`src/rtl/rtc_ts_pkg.sv`:
```
`default_nettype none

package rtc_ts_pkg;

   localparam int unsigned ActionWidth = 3;
   localparam int unsigned HalfWidth   = 15;
   localparam int unsigned CountWidth  = 16;
   localparam int unsigned AddrWidth   = 3;
   localparam int unsigned DataWidth   = 32;

   localparam logic [ActionWidth-1:0] ACT_TICK      = 3'd0;
   localparam logic [ActionWidth-1:0] ACT_SELECT    = 3'd1;
   localparam logic [ActionWidth-1:0] ACT_INCREMENT = 3'd2;
   localparam logic [ActionWidth-1:0] ACT_SAVE      = 3'd3;
   localparam logic [ActionWidth-1:0] ACT_CANCEL    = 3'd4;
   localparam logic [ActionWidth-1:0] ACT_ENTER     = 3'd5;

   localparam logic [1:0] FIELD_SECONDS = 2'd0;
   localparam logic [1:0] FIELD_MINUTES = 2'd1;
   localparam logic [1:0] FIELD_HOURS   = 2'd2;

   localparam logic [0:0] REG_BLINK_HALF = 1'b0;

   localparam logic [HalfWidth-1:0] BLINK_HALF_RESET = 15'd200;
   localparam logic [5:0] MINSEC_LIMIT = 6'd60;
   localparam logic [4:0] HOUR_LIMIT   = 5'd24;

   typedef struct packed {
      logic [ActionWidth-1:0] action;
      logic [7:0]             hours_reg;
      logic [7:0]             minutes_reg;
      logic [7:0]             seconds_reg;
   } req_payload_type;

   typedef struct packed {
      logic [4:0] shown_hours;
      logic       hours_blank;
      logic [5:0] shown_minutes;
      logic       minutes_blank;
      logic [5:0] shown_seconds;
      logic       seconds_blank;
      logic [1:0] edited_field;
      logic       commit;
      logic       exit_menu;
      logic [5:0] hours_bcd;
      logic [6:0] minutes_bcd;
      logic [6:0] seconds_bcd;
   } rsp_payload_type;

endpackage

`default_nettype wire

```
`src/rtl/rtc_time_set_controller.sv`:
```
`default_nettype none

// Time-setting controller for a BCD real-time clock, driven by keypad actions and display
// ticks. Each accepted beat gives exactly one result beat. A beat is taken into an input
// register; when the result register is free or being taken, one pass of short logic
// updates the editing state and loads the result register, so one beat per cycle is
// sustained while the output does not stall. The input register can still take one beat
// while a finished result waits on a stalled output. blink_half_period (byte address 0,
// resets to 200) sets the blink: the edited field and its neighbour are shown after that
// many non-exit beats, the edited one blanked at twice that; write it only while idle.
module rtc_time_set_controller (
   input  wire logic                                 clock,
   input  wire logic                                 reset,
   input  wire logic                                 req_valid,
   output logic                                      req_stall,
   input  wire rtc_ts_pkg::req_payload_type          req_data,
   output logic                                      rsp_valid,
   input  wire logic                                 rsp_stall,
   output rtc_ts_pkg::rsp_payload_type               rsp_data,
   input  wire logic                                 csr_psel,
   input  wire logic                                 csr_penable,
   input  wire logic                                 csr_pwrite,
   input  wire logic [rtc_ts_pkg::AddrWidth-1:0]     csr_paddr,
   input  wire logic [rtc_ts_pkg::DataWidth-1:0]     csr_pwdata,
   output logic [rtc_ts_pkg::DataWidth-1:0]          csr_prdata,
   output logic                                      csr_pready
);

   logic [rtc_ts_pkg::HalfWidth-1:0]  half_ff;
   logic                              in_valid_ff;
   rtc_ts_pkg::req_payload_type       in_ff;
   logic                              out_valid_ff;
   rtc_ts_pkg::rsp_payload_type       out_ff;
   rtc_ts_pkg::rsp_payload_type       out_in;

   logic [4:0]                        hour_ff, hour_in;
   logic [5:0]                        minute_ff, minute_in;
   logic [5:0]                        second_ff, second_in;
   logic [1:0]                        field_ff, field_in;
   logic [rtc_ts_pkg::CountWidth-1:0] count_ff, count_in;
   logic                              loaded_ff, loaded_in;
   logic [4:0]                        shown_h_ff, shown_h_in;
   logic [5:0]                        shown_m_ff, shown_m_in;
   logic [5:0]                        shown_s_ff, shown_s_in;
   logic [2:0]                        blank_ff, blank_in;

   logic                              advance;
   logic                              csr_write;
   logic [rtc_ts_pkg::CountWidth-1:0] count_inc;
   logic [5:0]                        load_h;
   logic [7:0]                        load_m;
   logic [6:0]                        load_s;

   // binary to bcd for values below 64: tens by a row of threshold compares
   function automatic logic [7:0] to_bcd(input logic [5:0] v);
      logic [2:0] tens;
      logic [5:0] ones;
      tens = 3'd0;
      for (int k = 1; k <= 6; k++) begin
         if (v >= 6'(10 * k)) tens = 3'(k);
      end
      ones = v - 6'({tens, 3'b000} + {2'b00, tens, 1'b0});
      to_bcd = {1'b0, tens, ones[3:0]};
   endfunction

   assign advance    = in_valid_ff && (!out_valid_ff || !rsp_stall);
   assign req_stall  = in_valid_ff && !advance;
   assign rsp_valid  = out_valid_ff;
   assign rsp_data   = out_ff;
   assign csr_pready = 1'b1;
   assign csr_write  = csr_psel && csr_penable && csr_pwrite
                       && (csr_paddr[2] == rtc_ts_pkg::REG_BLINK_HALF);

   always_comb begin
      csr_prdata = '0;
      if (csr_paddr[2] == rtc_ts_pkg::REG_BLINK_HALF) begin
         csr_prdata = {{(rtc_ts_pkg::DataWidth - rtc_ts_pkg::HalfWidth){1'b0}}, half_ff};
      end
   end

   // tens times ten as shift and add
   assign load_h = {1'b0, in_ff.hours_reg[5:4], 3'b000} + {3'b000, in_ff.hours_reg[5:4], 1'b0}
                   + {2'b00, in_ff.hours_reg[3:0]};
   assign load_m = {1'b0, in_ff.minutes_reg[7:4], 3'b000}
                   + {3'b000, in_ff.minutes_reg[7:4], 1'b0}
                   + {4'b0000, in_ff.minutes_reg[3:0]};
   assign load_s = {1'b0, in_ff.seconds_reg[6:4], 3'b000}
                   + {3'b000, in_ff.seconds_reg[6:4], 1'b0}
                   + {3'b000, in_ff.seconds_reg[3:0]};

   assign count_inc = count_ff + 1'b1;

   always_comb begin
      logic [7:0] bcd_h, bcd_m, bcd_s;
      hour_in    = hour_ff;
      minute_in  = minute_ff;
      second_in  = second_ff;
      field_in   = field_ff;
      count_in   = count_ff;
      loaded_in  = loaded_ff;
      shown_h_in = shown_h_ff;
      shown_m_in = shown_m_ff;
      shown_s_in = shown_s_ff;
      blank_in   = blank_ff;
      out_in     = '0;
      bcd_h      = to_bcd({1'b0, hour_ff});
      bcd_m      = to_bcd(minute_ff);
      bcd_s      = to_bcd(second_ff);

      if (in_ff.action == rtc_ts_pkg::ACT_SAVE || in_ff.action == rtc_ts_pkg::ACT_CANCEL) begin
         if (in_ff.action == rtc_ts_pkg::ACT_SAVE) begin
            out_in.commit      = 1'b1;
            out_in.hours_bcd   = bcd_h[5:0];
            out_in.minutes_bcd = bcd_m[6:0];
            out_in.seconds_bcd = bcd_s[6:0];
         end
         out_in.exit_menu = 1'b1;
         field_in  = rtc_ts_pkg::FIELD_SECONDS;
         loaded_in = 1'b0;
         count_in  = '0;
      end else begin
         if (in_ff.action == rtc_ts_pkg::ACT_ENTER && !loaded_ff) begin
            hour_in    = (load_h < 6'(rtc_ts_pkg::HOUR_LIMIT)) ? load_h[4:0] : 5'd0;
            minute_in  = (load_m < 8'(rtc_ts_pkg::MINSEC_LIMIT)) ? load_m[5:0] : 6'd0;
            second_in  = (load_s < 7'(rtc_ts_pkg::MINSEC_LIMIT)) ? load_s[5:0] : 6'd0;
            loaded_in  = 1'b1;
            shown_h_in = hour_in;
            shown_m_in = minute_in;
            shown_s_in = second_in;
            blank_in   = 3'b000;
         end else if (in_ff.action == rtc_ts_pkg::ACT_SELECT) begin
            field_in = (field_ff >= rtc_ts_pkg::FIELD_HOURS) ? rtc_ts_pkg::FIELD_SECONDS
                                                              : field_ff + 1'b1;
         end else if (in_ff.action == rtc_ts_pkg::ACT_INCREMENT) begin
            case (field_ff)
               rtc_ts_pkg::FIELD_SECONDS: begin
                  second_in = (second_ff + 1'b1 >= rtc_ts_pkg::MINSEC_LIMIT) ? 6'd0
                                                                              : second_ff + 1'b1;
               end
               rtc_ts_pkg::FIELD_MINUTES: begin
                  minute_in = (minute_ff + 1'b1 >= rtc_ts_pkg::MINSEC_LIMIT) ? 6'd0
                                                                              : minute_ff + 1'b1;
               end
               rtc_ts_pkg::FIELD_HOURS: begin
                  hour_in = (hour_ff + 1'b1 >= rtc_ts_pkg::HOUR_LIMIT) ? 5'd0 : hour_ff + 1'b1;
               end
               default: begin
               end
            endcase
         end

         // blink step, acting on the values just updated
         count_in = count_inc;
         if (count_inc == {1'b0, half_ff}) begin
            case (field_in)
               rtc_ts_pkg::FIELD_SECONDS, rtc_ts_pkg::FIELD_MINUTES: begin
                  shown_s_in  = second_in;
                  shown_m_in  = minute_in;
                  blank_in[0] = 1'b0;
                  blank_in[1] = 1'b0;
               end
               rtc_ts_pkg::FIELD_HOURS: begin
                  shown_h_in  = hour_in;
                  shown_m_in  = minute_in;
                  blank_in[2] = 1'b0;
                  blank_in[1] = 1'b0;
               end
               default: begin
               end
            endcase
         end else if (count_inc == {half_ff, 1'b0}) begin
            count_in = '0;
            case (field_in)
               rtc_ts_pkg::FIELD_SECONDS: blank_in[0] = 1'b1;
               rtc_ts_pkg::FIELD_MINUTES: blank_in[1] = 1'b1;
               rtc_ts_pkg::FIELD_HOURS:   blank_in[2] = 1'b1;
               default: begin
               end
            endcase
         end
      end

      out_in.shown_hours   = shown_h_in;
      out_in.hours_blank   = blank_in[2];
      out_in.shown_minutes = shown_m_in;
      out_in.minutes_blank = blank_in[1];
      out_in.shown_seconds = shown_s_in;
      out_in.seconds_blank = blank_in[0];
      out_in.edited_field  = field_in;
   end

   always_ff @(posedge clock) begin
      if (reset) begin
         half_ff      <= rtc_ts_pkg::BLINK_HALF_RESET;
         in_valid_ff  <= 1'b0;
         out_valid_ff <= 1'b0;
         hour_ff      <= '0;
         minute_ff    <= '0;
         second_ff    <= '0;
         field_ff     <= '0;
         count_ff     <= '0;
         loaded_ff    <= 1'b0;
         shown_h_ff   <= '0;
         shown_m_ff   <= '0;
         shown_s_ff   <= '0;
         blank_ff     <= '0;
      end else begin
         if (csr_write) begin
            half_ff <= csr_pwdata[rtc_ts_pkg::HalfWidth-1:0];
         end
         if (!req_stall) begin
            in_valid_ff <= req_valid;
         end
         if (advance) begin
            out_valid_ff <= 1'b1;
         end else if (!rsp_stall) begin
            out_valid_ff <= 1'b0;
         end
         if (advance) begin
            hour_ff    <= hour_in;
            minute_ff  <= minute_in;
            second_ff  <= second_in;
            field_ff   <= field_in;
            count_ff   <= count_in;
            loaded_ff  <= loaded_in;
            shown_h_ff <= shown_h_in;
            shown_m_ff <= shown_m_in;
            shown_s_ff <= shown_s_in;
            blank_ff   <= blank_in;
         end
      end
   end

   // payload registers
   always_ff @(posedge clock) begin
      if (!req_stall) begin
         in_ff <= req_data;
      end
      if (advance) begin
         out_ff <= out_in;
      end
   end

endmodule

`default_nettype wire

```
`config.mk`:
```
export PLATFORM = sky130hd
export DESIGN_NAME = rtc_time_set_controller
export DESIGN_NICKNAME = d
export VERILOG_FILES = /design/src/rtl/rtc_ts_pkg.sv /design/src/rtl/rtc_time_set_controller.sv
export SDC_FILE = /design/constraint.sdc
export NUM_CORES = 1
export LEC_CHECK = 0
export ABC_AREA = 0
export BUFFER_PORTS_ARGS = -buffer_cell sky130_fd_sc_hd__buf_2
export CAP_MARGIN = 20
export CORE_MARGIN = 5
export CORE_UTILIZATION = 58
export DETAILED_ROUTE_END_ITERATION = 8
export PLACE_DENSITY = 0.89
export SYNTH_ARGS = -nofsm -noshare
export SYNTH_HDL_FRONTEND = slang
export SYNTH_SLANG_ARGS = --single-unit
export TNS_END_PERCENT = 20
```
`constraint.sdc`:
```
create_clock -name clock -period 4.9 [get_ports clock]
set_clock_uncertainty 0.05 [all_clocks]
set_input_delay 1.47 -clock clock [delete_from_list [all_inputs] [get_ports clock]]
set_output_delay 1.47 -clock clock [all_outputs]
set_load 0.02 [all_outputs]
```
==> results of run 1 <==
-- layout make-up --
cell class | count | area (µm²) | area share [%]
clock buffer | 17 | 425.4 | 4.017
clock inverter | 15 | 180.2 | 1.701
inverter | 40 | 150.1 | 1.418
multi-input combinational | 804 | 5369 | 50.69
sequential | 141 | 3503 | 33.08
tap | 216 | 270.3 | 2.552
timing repair buffer | 128 | 693.2 | 6.545
-- state kept, by name (all words and copies together) (netlist names), 3 cells and up --
| register | cells |
|---|---|
| rsp_data | 44 |
| in_ff | 24 |
| count_ff | 16 |
| half_ff | 15 |
| minute_ff | 6 |
| second_ff | 6 |
| shown_m_ff | 6 |
| shown_s_ff | 6 |
| hour_ff | 5 |
| shown_h_ff | 5 |
| blank_ff | 3 |
-- worst max-delay path: stages (launching register included) --
cell and delay [ns]:
dfxtp_1 0.62, ha_1 0.66, xor2_1 0.27, o311a_1 0.23, nor2_1 0.06, a2111oi_0 0.53
nand4_1 0.43, nor4_2 0.62, mux2_2 0.39, o21ai_0 0.27
-- placed cells by master, fill, tap and decap left out, types with 15 or more instances in the layout --
cell and n:
buf_2 107, nand2_1 98, nor2_1 82, dfxtp_1 73
edfxtp_1 68, a21oi_1 65, nand3_1 48, inv_1 39
o21ai_0 39, xnor2_1 34, ha_1 34, nor3_1 24
nor2b_1 23, a211oi_1 23, buf_4 21, xor2_1 18
conb_1 18, clkbuf_16 17, a21o_1 16, and2_1 15
-- metal layers --
layer  GRT usage [%]  part of all wire [%]  vias to the layer above
li1                -                     -                     4016
met5               0                     0                        -
met1           37.78                    42                     3966
met2           40.71                    44                      534
met4           9.368                   2.9                        0
met3           6.245                    11                       72
-- cell families (layout without fill, tap and decap cells) --
group | after synthesis | count (layout)
AO/OA/AOI/OAI | 286 | 286
XOR/XNOR | 56 | 56
adder cells (fa/ha/maj) | 39 | 39
buffers and inverters | 134 | 200
flip-flops | 141 | 141
multiplexers | 10 | 10
other | 2 | 18
AND/OR/NAND/NOR | 395 | 395
-- final timing paths --
kind	slack, ns	endpoint	cells after the start	startpoint
worst max-delay path	0.57	rsp_data[41]$_DFFE_PP_	9	count_ff[0]$_SDFFE_PP0P_
worst min-delay path	0.42	shown_h_ff[0]$_SDFFE_PP0P_	1	shown_h_ff[0]$_SDFFE_PP0P_
worst max register to register	0.57	rsp_data[41]$_DFFE_PP_	9	count_ff[0]$_SDFFE_PP0P_
worst min register to register	0.42	shown_h_ff[0]$_SDFFE_PP0P_	1	shown_h_ff[0]$_SDFFE_PP0P_
-- per-stage QoR --
step                utilization [%]  worst slack, ns
floorplan                         -           0.8912
global placement              62.86           0.7608
detailed placement            62.86           0.7227
CTS                           66.67           0.6916
global route                  66.67           0.3488
finish                        66.67           0.5663
-- report_power, final --
part	total (mW)	internal (mW)	switching, mW
logic	0.441	0.165	0.276
registers	1.34	1.28	0.0573
clock network	1.32	0.768	0.554
==> reports/results.tsv, run 1 <==
metric	value	unit
flop and latch count out of synthesis	141	
DRT Wirelength	24930	µm
Primary FF master, synth	dfxtp_1	
Die W	137.4	µm
Ant. Diodes	0	
Rows	46	
1st-iter DRT viols	895	
yosys warns	0	
share of cells above drive strength 1	16.86	%
I/O pins	148	
vias per cell	6.310	
Final #Nets	1240	
Leakage	4.146	nW
number of global-route vias before repair	7749	
Commonest cells post-synth	nand2_1 (98), nor2_1 (83), dfxtp_1 (73), edfxtp_1 (68), a21oi_1 (65)	
Post-synth EDFFs	68	
Slew Viols, Final	0	
XOR/XNOR Fraction of Synth Area	5.745	%
Final TNS setup	0	ns
most frequent cell after synthesis	nand2_1	
DRC Markers	0	
final instance area	10590	µm²
synth top area cells	edfxtp_1 (22%), dfxtp_1 (16%), ha_1 (4.5%)	
main combinational cell family by area after synthesis	simple AND/OR/NAND/NOR gates	
cts hold-fix bufs	0	
Resized Gates After CTS	0	
Gate Count Post-Synth	1063	
post-synthesis compound-gate area fraction	21.50	%
Final GP Congestion	1.012	
VDD IR max	0.2536	mV
DRT Pass-1 Iters	6	
post-DP HPWL	17500	µm
cell taking the most area after synthesis	edfxtp_1	
clk buf depth	2	
setup bufs post-CTS	0	
vias	8588	
CP Capture Type	register	
root buf cell	clkbuf_16	
clock slew at reported path FFs	0.06	ns
Worst Max-Slew Pin Slew	0.8234	ns
Async S/R FF share, synth	0	%
DIE AREA	18870	µm²
final hold viol count	0	
CP Max Fanout	14	
CTS tree	yes	
Adder-Cell Fraction of Synth Area	5.585	%
port buffer count	107	
Worst EP required	5.08	ns
post-synthesis mux area share	1.090	%
Max-Cap Viols	0	
global route total overflow	0	
Post-Syn Area	9409	µm²
# clock sinks	141	
Setup violations, final	0	
CP Class	reg -> reg	
Mapped Avg Cell Area	8.851	µm²
die height	137.4	µm
DRT antenna net count	0	
TritonCTS Buffers	17	
initial antenna violation count	0	
largest net degree at the start of global routing	52	
Synth cell types	92	
Worst Setup Start Kind	register	
fill count	1215	
core footprint	15890	µm²
Non-Filler Instances	1361	
f_max	0.2307	GHz
global-route wire length before repair	39940	µm
total power	3.103	mW
CP Data Arrival Time	4.51	ns
Hold WC Path Type	reg -> reg	
period utilization	88.44	%
Hold WS	0.4233	ns
RSZ-0062 raised after global routing	false	
htree depth	4	
status	completed	
max_slew headroom	44.52	%
PD cells	293.0	nW/µm²
GRT Overall Usage	26.86	%
Simple-Gate Fraction of Synth Area	22.33	%
Initial Util	59.23	%
share of the synthesized area in the top cell type	21.70	%
Placed Instances	1329	
Post-DP Area	9986	µm²
register area share after synthesis	37.23	%
Area Overhead vs Synth	12.57	%
Tmin final	4.334	ns
WL per Instance	18.32	µm
clock latency on the worst-skew pair	0.43	ns
(Power assumes the default switching activity.)
==> inputs of run 2 (changes only) <==
Settings changed: ABC_AREA 0 to 1, ABC_CLOCK_PERIOD_IN_PS set to 4900, PLACE_DENSITY 0.89 to unset, PLACE_DENSITY_LB_ADDON set to 0.2.
==> reports/results.tsv, run 2 <==
metric	value	unit	change
Hold WC Path Type	reg -> reg		
# clock sinks	141		unchanged
vias per cell	5.344		-15%
setup bufs post-CTS	0		unchanged
RR Endpoint	second_ff[2]$_SDFFE_PP0P_		
Non-Filler Instances	1564		+15%
clock slew at reported path FFs	0.06	ns	about the same
Worst EP required	5.22	ns	+0.14 ns
CP delay by family, top	buffers and inverters		
Register-to-Register Path Depth	9		unchanged
TritonCTS Buffers	17		unchanged
CTS tree	yes		
Resized Gates After CTS	0		unchanged
Crit-path slowest cell	nor2_1		
Commonest cells post-synth	nand2_1 (383), inv_1 (149), nand3_1 (109), nor2_1 (107), a21oi_1 (90)		
largest net degree at the start of global routing	63		+21%
initial antenna violation count	0		unchanged
RSZ-0062 raised after global routing	false		
Ant. Diodes	0		unchanged
global-route wire length before repair	35660	µm	-11%
Die W	134.7	µm	-2.0%
setup slack, reg-to-reg	1.53	ns	+0.96 ns
vias	8358		-2.7%
htree depth	4		unchanged
Synth cell types	47		-49%
Max-Cap Viols	0		unchanged
max_slew headroom	38.96	%	-5.6 points
cell taking the most area after synthesis	edfxtp_1		
period utilization	76.18	%	-12 points
root buf cell	clkbuf_16		
Placed Instances	1532		+15%
Final TNS setup	0	ns	unchanged
status	completed		
1st-iter DRT viols	751		-16%
Leakage	4.813	nW	+16%
yosys warns	0		unchanged
Area Overhead vs Synth	13.32	%	
CP Data Arrival Time	4.05	ns	-0.46 ns
VDD IR max	0.2348	mV	-7.4%
f_max	0.2679	GHz	+16%
post-DP HPWL	15420	µm	-12%
Slew Viols, Final	0		unchanged
Hold Path End	shown_s_ff[1]$_SDFFE_PP0P_		
Largest register FFs	44		unchanged
commonest non-fill, non-tap cell in the layout	nand2_1		
CP Max Fanout	50		+36
Hold Path Depth	2		+1
Post-Syn Area	9016	µm²	-4.2%
cts hold-fix bufs	0		unchanged
Gate Count Post-Synth	1274		+20%
I/O pins	148		unchanged
Mapped Avg Cell Area	7.077	µm²	-20%
setup slack at placement	0.7288	ns	+0.006011 ns
global route total overflow	0		unchanged
share of cells above drive strength 1	14.24	%	-2.6 points
GRT Overall Usage	24.05	%	-2.8 points
worst-path cell chain	buf_2 -> nand2_1 -> inv_1 -> nor2_4 -> inv_1 -> nor2_1 -> inv_1 -> buf_12 -> a21oi_1 -> o21ai_0 -> inv_1		
Setup violations, final	0		unchanged
PD cells	306.9	nW/µm²	+4.8%
final hold viol count	0		unchanged
Async S/R FF share, synth	0	%	unchanged
CP Class	in -> reg		
Primary FF master, synth	dfxtp_1		
most frequent CP cell	inv_1		
register area share after synthesis	38.86	%	+1.6 points
final worst setup slack	1.167	ns	+0.6010 ns
fin util	67.21	%	+0.54 points
Final GP Congestion	0.9470		-6.5%
number of global-route vias before repair	7484		-3.4%
DIE AREA	18140	µm²	-3.9%
WL per Instance	13.75	µm	-25%
DRT Pass-1 Iters	8		+2
min-delay src	shown_s_ff[1]$_SDFFE_PP0P_		
commonest cells after routing, fill and taps aside	nand2_1 (383), inv_1 (149), nand3_1 (109)		
CP Depth	11		+2
Worst Max-Slew Pin Slew	0.9146	ns	+0.09120 ns
flop and latch count out of synthesis	141		unchanged
DRT Wirelength	21510	µm	-14%
Worst Setup Start Kind	input pin		
clock latency on the worst-skew pair	0.43	ns	about the same
CP Capture Type	register		
share of the synthesized area in the top cell type	22.65	%	+0.95 points
clk buf depth	2		unchanged
port buffer count	107		unchanged
DRT antenna net count	0		unchanged
worst path buffer plus inverter count	6		+6
most frequent cell after synthesis	nand2_1		
Final #Nets	1471		+19%
Tmin final	3.733	ns	-0.6010 ns
CP max stage delay	0.69	ns	+0.03 ns
CP startpoint	rsp_stall		
synth top area cells	edfxtp_1 (23%), dfxtp_1 (16%), nand2_1 (16%)		
die height	134.7	µm	-2.0%
Initial Util	59.31	%	+0.077 points
r2r startpoint	in_ff[26]$_DFFE_PN_		
Post-synth EDFFs	68		unchanged
core footprint	15200	µm²	-4.3%
DRC Markers	0		unchanged
Rows	45		-2.2%
==> run 2: how the worst max path moves through the flow <==
| stage | endpoint |
|---|---|
| after global placement | second_ff[1]$_SDFFE_PP0P_ |
| after global routing | second_ff[1]$_SDFFE_PP0P_ |
| final | minute_ff[5]$_SDFFE_PP0P_ |
| after floorplan | rsp_data[0]$_SDFFCE_PN0P_ |
| after CTS | minute_ff[5]$_SDFFE_PP0P_ |
| after detailed placement | hour_ff[1]$_SDFFE_PP0P_ |
==> run 2: logic make-up after synthesis <==
| logic type | Yosys count | share of synthesized area [%] |
|---|---|---|
| compound gates | 188 | 11.03 |
| buf+inv | 212 | 9.964 |
| other cells | 2 | 0.08330 |
| xor+xnor | 17 | 1.651 |
| fa+ha+maj | 39 | 5.829 |
| flops | 141 | 38.86 |
| simple gates | 675 | 32.58 |
==> run 2: stage by stage <==
stage	power, mW	hold WS (ns)	area, µm²
2_1_floorplan	1.679	0.3945	9076
3_3_place_gp	1.778	0.4017	9593
3_5_place_dp	1.789	0.4052	9593
4_1_cts	3.153	0.4143	10220
5_1_grt	3.274	0.4266	10220
6_report	3.136	0.4138	10220
==> run 2: where the power goes <==
group / internal (mW) / switching (mW)
logic: 0.145 / 0.304
registers: 1.29 / 0.0367
clock network: 0.874 / 0.490
==> run 2: metal layers <==
metal	wire [µm]	GRT usage, %	vias up
met3	1671	4.955	37
met1	9841	33.11	3721
met4	357	7.579	0
li1	-	-	4266
met5	0	0	-
met2	9638	38.19	334
==> run 2: area by class of cell <==
type	count	area, µm²
timing repair buffer	113	593.1
clock inverter	12	167.7
multi-input combinational	937	4682
clock buffer	20	456.7
tap	188	235.2
sequential	141	3503
fill	1322	4985
inverter	153	579.3
==> run 2: worst reg2reg max path, delay by kind of cell, from the launching register on <==
| kind | cells | cell delay (ns) |
|---|---|---|
| flip-flops | 1 | 0.43 |
| buffers and inverters | 4 | 1.64 |
| AND/OR/NAND/NOR | 3 | 0.94 |
| AO/OA/AOI/OAI | 2 | 0.21 |
==> inputs of run 3 (changes only) <==
Settings changed: ABC_CLOCK_PERIOD_IN_PS 4900 to 3670.
Clock period 4.9 ns to 3.67 ns, I/O delays scaled along.
==> reports/results.tsv, run 3 (synthesis results as in run 2) <==
metric	value	unit	change
max_slew headroom	33.08	%	-5.9 points
DRC Markers	0		unchanged
TritonCTS Buffers	17		unchanged
Area Overhead vs Synth	13.36	%	about the same
RR Endpoint	rsp_data[30]$_DFFE_PP_		
worst-path cell chain	inv_1 -> fa_1 -> inv_1 -> fa_1 -> a21oi_1 -> nor2_1 -> nor2_1 -> nand3_1 -> o21ai_0 -> nand2_1 -> nand2_1 -> nand2_1 -> nand2_1 -> nand2_1 -> o21ai_0		
Max-Cap Viols	0		unchanged
Setup violations, final	0		unchanged
CP max stage delay	0.50	ns	-0.19 ns
core footprint	15200	µm²	unchanged
Final TNS setup	0	ns	unchanged
setup slack at placement	0.6477	ns	-0.08110 ns
final hold viol count	0		unchanged
Crit-path slowest cell	fa_1		
CP Depth	15		+4
initial antenna violation count	0		unchanged
Register-to-Register Path Depth	15		+6
cts hold-fix bufs	0		unchanged
fill count	1333		+0.83%
Hold WS	0.4126	ns	-0.001124 ns
vias per cell	5.333		-0.21%
CP startpoint	in_ff[4]$_DFFE_PN_		
Worst Max-Slew Pin Slew	1.003	ns	+0.08807 ns
CP Class	reg -> reg		
clock latency on the worst-skew pair	0.42	ns	about the same
Psw	1.108	mW	+33%
die height	134.7	µm	unchanged
Final GP Congestion	0.8903		-6.0%
DIE AREA	18140	µm²	unchanged
Worst Setup Start Kind	register		
clk buf depth	2		unchanged
commonest cells after routing, fill and taps aside	nand2_1 (383), inv_1 (149), nand3_1 (109)		
internal power	3.014	mW	+31%
Leakage	4.820	nW	+0.14%
Rows	45		unchanged
worst path buffer plus inverter count	2		-4
final worst setup slack	0.5561	ns	-0.6111 ns
Seq. cell area	3503	µm²	unchanged
DRT Pass-1 Iters	7		-1
sequential fraction of design power	42.8	%	+0.6 points
Slew Viols, Final	0		unchanged
CP Max Fanout	6		-88%
CTS tree	yes		
RSZ-0062 raised after global routing	false		
global-route wire length before repair	34920	µm	-2.1%
Worst EP required	3.81	ns	-1.41 ns
Final #Nets	1476		+0.34%
r2r startpoint	in_ff[4]$_DFFE_PN_		
setup bufs post-CTS	0		unchanged
Resized Gates After CTS	0		unchanged
root buf cell	clkbuf_16		
most frequent CP cell	nand2_1		
Post-DP Area	9618	µm²	+0.26%
post-DP HPWL	15490	µm	+0.48%
Clock Power Share	42.5	%	-1.0 points
Initial Util	59.31	%	unchanged
CP delay by family, top	adder cells		
Largest register FFs	44		unchanged
Setup crit end	rsp_data[30]$_DFFE_PP_		
htree depth	4		unchanged
CP Data Arrival Time	3.26	ns	-0.79 ns
Die W	134.7	µm	unchanged
CP Capture Type	register		
status	completed		
clock slew at reported path FFs	0.06	ns	about the same
vias	8367		+0.11%
Ant. Diodes	0		unchanged
Tmin final	3.114	ns	
1st-iter DRT viols	778		+3.6%
port buffer count	107		unchanged
DRT Wirelength	21380	µm	-0.58%
final instance area	10220	µm²	about the same
Multi-input gate area	4682	µm²	unchanged
number of global-route vias before repair	7378		-1.4%
VDD IR max	0.3828	mV	+63%
period utilization	84.85	%	
global route total overflow	0		unchanged
setup slack, reg-to-reg	0.56	ns	-0.97 ns
Sw Ratio	26.88	%	+0.41 points
share of cells above drive strength 1	14.55	%	+0.31 points
WL per Instance	13.63	µm	-0.89%
f_max	0.3211	GHz	
commonest non-fill, non-tap cell in the layout	nand2_1		
Hold WC Path Type	reg -> reg		
# clock sinks	141		unchanged
I/O pins	148		unchanged
largest net degree at the start of global routing	63		unchanged
Comb pwr share	14.6	%	+0.3 points
PD cells	403.3	nW/µm²	+31%
GRT Overall Usage	23.62	%	-0.43 points
DRT antenna net count	0		unchanged
## run 3: how the worst min path moves through the flow
stage / slack (ns) / to / cells past startpoint / startpoint
4_1_cts: 0.42 / shown_m_ff[1]$_SDFFE_PP0P_ / 2 / shown_m_ff[1]$_SDFFE_PP0P_
5_1_grt: 0.43 / shown_s_ff[0]$_SDFFE_PP0P_ / 2 / shown_s_ff[0]$_SDFFE_PP0P_
2_1_floorplan: 0.39 / shown_h_ff[1]$_SDFFE_PP0P_ / 2 / shown_h_ff[1]$_SDFFE_PP0P_
6_report: 0.41 / shown_h_ff[2]$_SDFFE_PP0P_ / 2 / shown_h_ff[2]$_SDFFE_PP0P_
3_5_place_dp: 0.41 / shown_m_ff[1]$_SDFFE_PP0P_ / 2 / shown_m_ff[1]$_SDFFE_PP0P_
3_3_place_gp: 0.40 / shown_s_ff[2]$_SDFFE_PP0P_ / 2 / shown_s_ff[2]$_SDFFE_PP0P_
## run 3: tightest hold or removal path, stage by stage (launching register included)
cell	delay (ns)
dfxtp_1	0.31
nand2_1	0.06
a21oi_1	0.05
## run 3: area by class of cell
type,count,area share [%]
clock buffers,21,4.505
clock inverters,11,1.396
inverters,153,5.668
multi-input cells,937,45.81
flip-flops and latches,141,34.28
well taps,188,2.301
repair buffers,118,6.047
## run 3: power by group through the flow
stage	registers [mW]	clock network [mW]	logic, mW
3_5_place_dp	1.80	0	0.592
2_1_floorplan	1.81	0	0.433
4_1_cts	1.77	1.77	0.599
5_1_grt	1.77	1.84	0.684
3_3_place_gp	1.80	0	0.579
6_report	1.77	1.75	0.603
## run 3: stage by stage
| step | std cells | power [mW] | utilization (%) |
|---|---|---|---|
| 2_1_floorplan | 1290 | 2.242 | - |
| 3_3_place_gp | 1537 | 2.375 | 63.27 |
| 3_5_place_dp | 1537 | 2.390 | 63.27 |
| 4_1_cts | 1569 | 4.137 | 67.23 |
| 5_1_grt | 1569 | 4.297 | 67.23 |
| 6_report | 1569 | 4.122 | 67.23 |
## run 3: per-layer routing
| metal | GRT usage, % | part of all wire [%] | vias to the layer above |
|---|---|---|---|
| li1 | - | - | 4286 |
| met1 | 33.24 | 47 | 3761 |
| met2 | 37.19 | 45 | 290 |
| met3 | 4.136 | 6.8 | 30 |
| met4 | 7.523 | 1.8 | 0 |
| met5 | 0 | 0 | - |
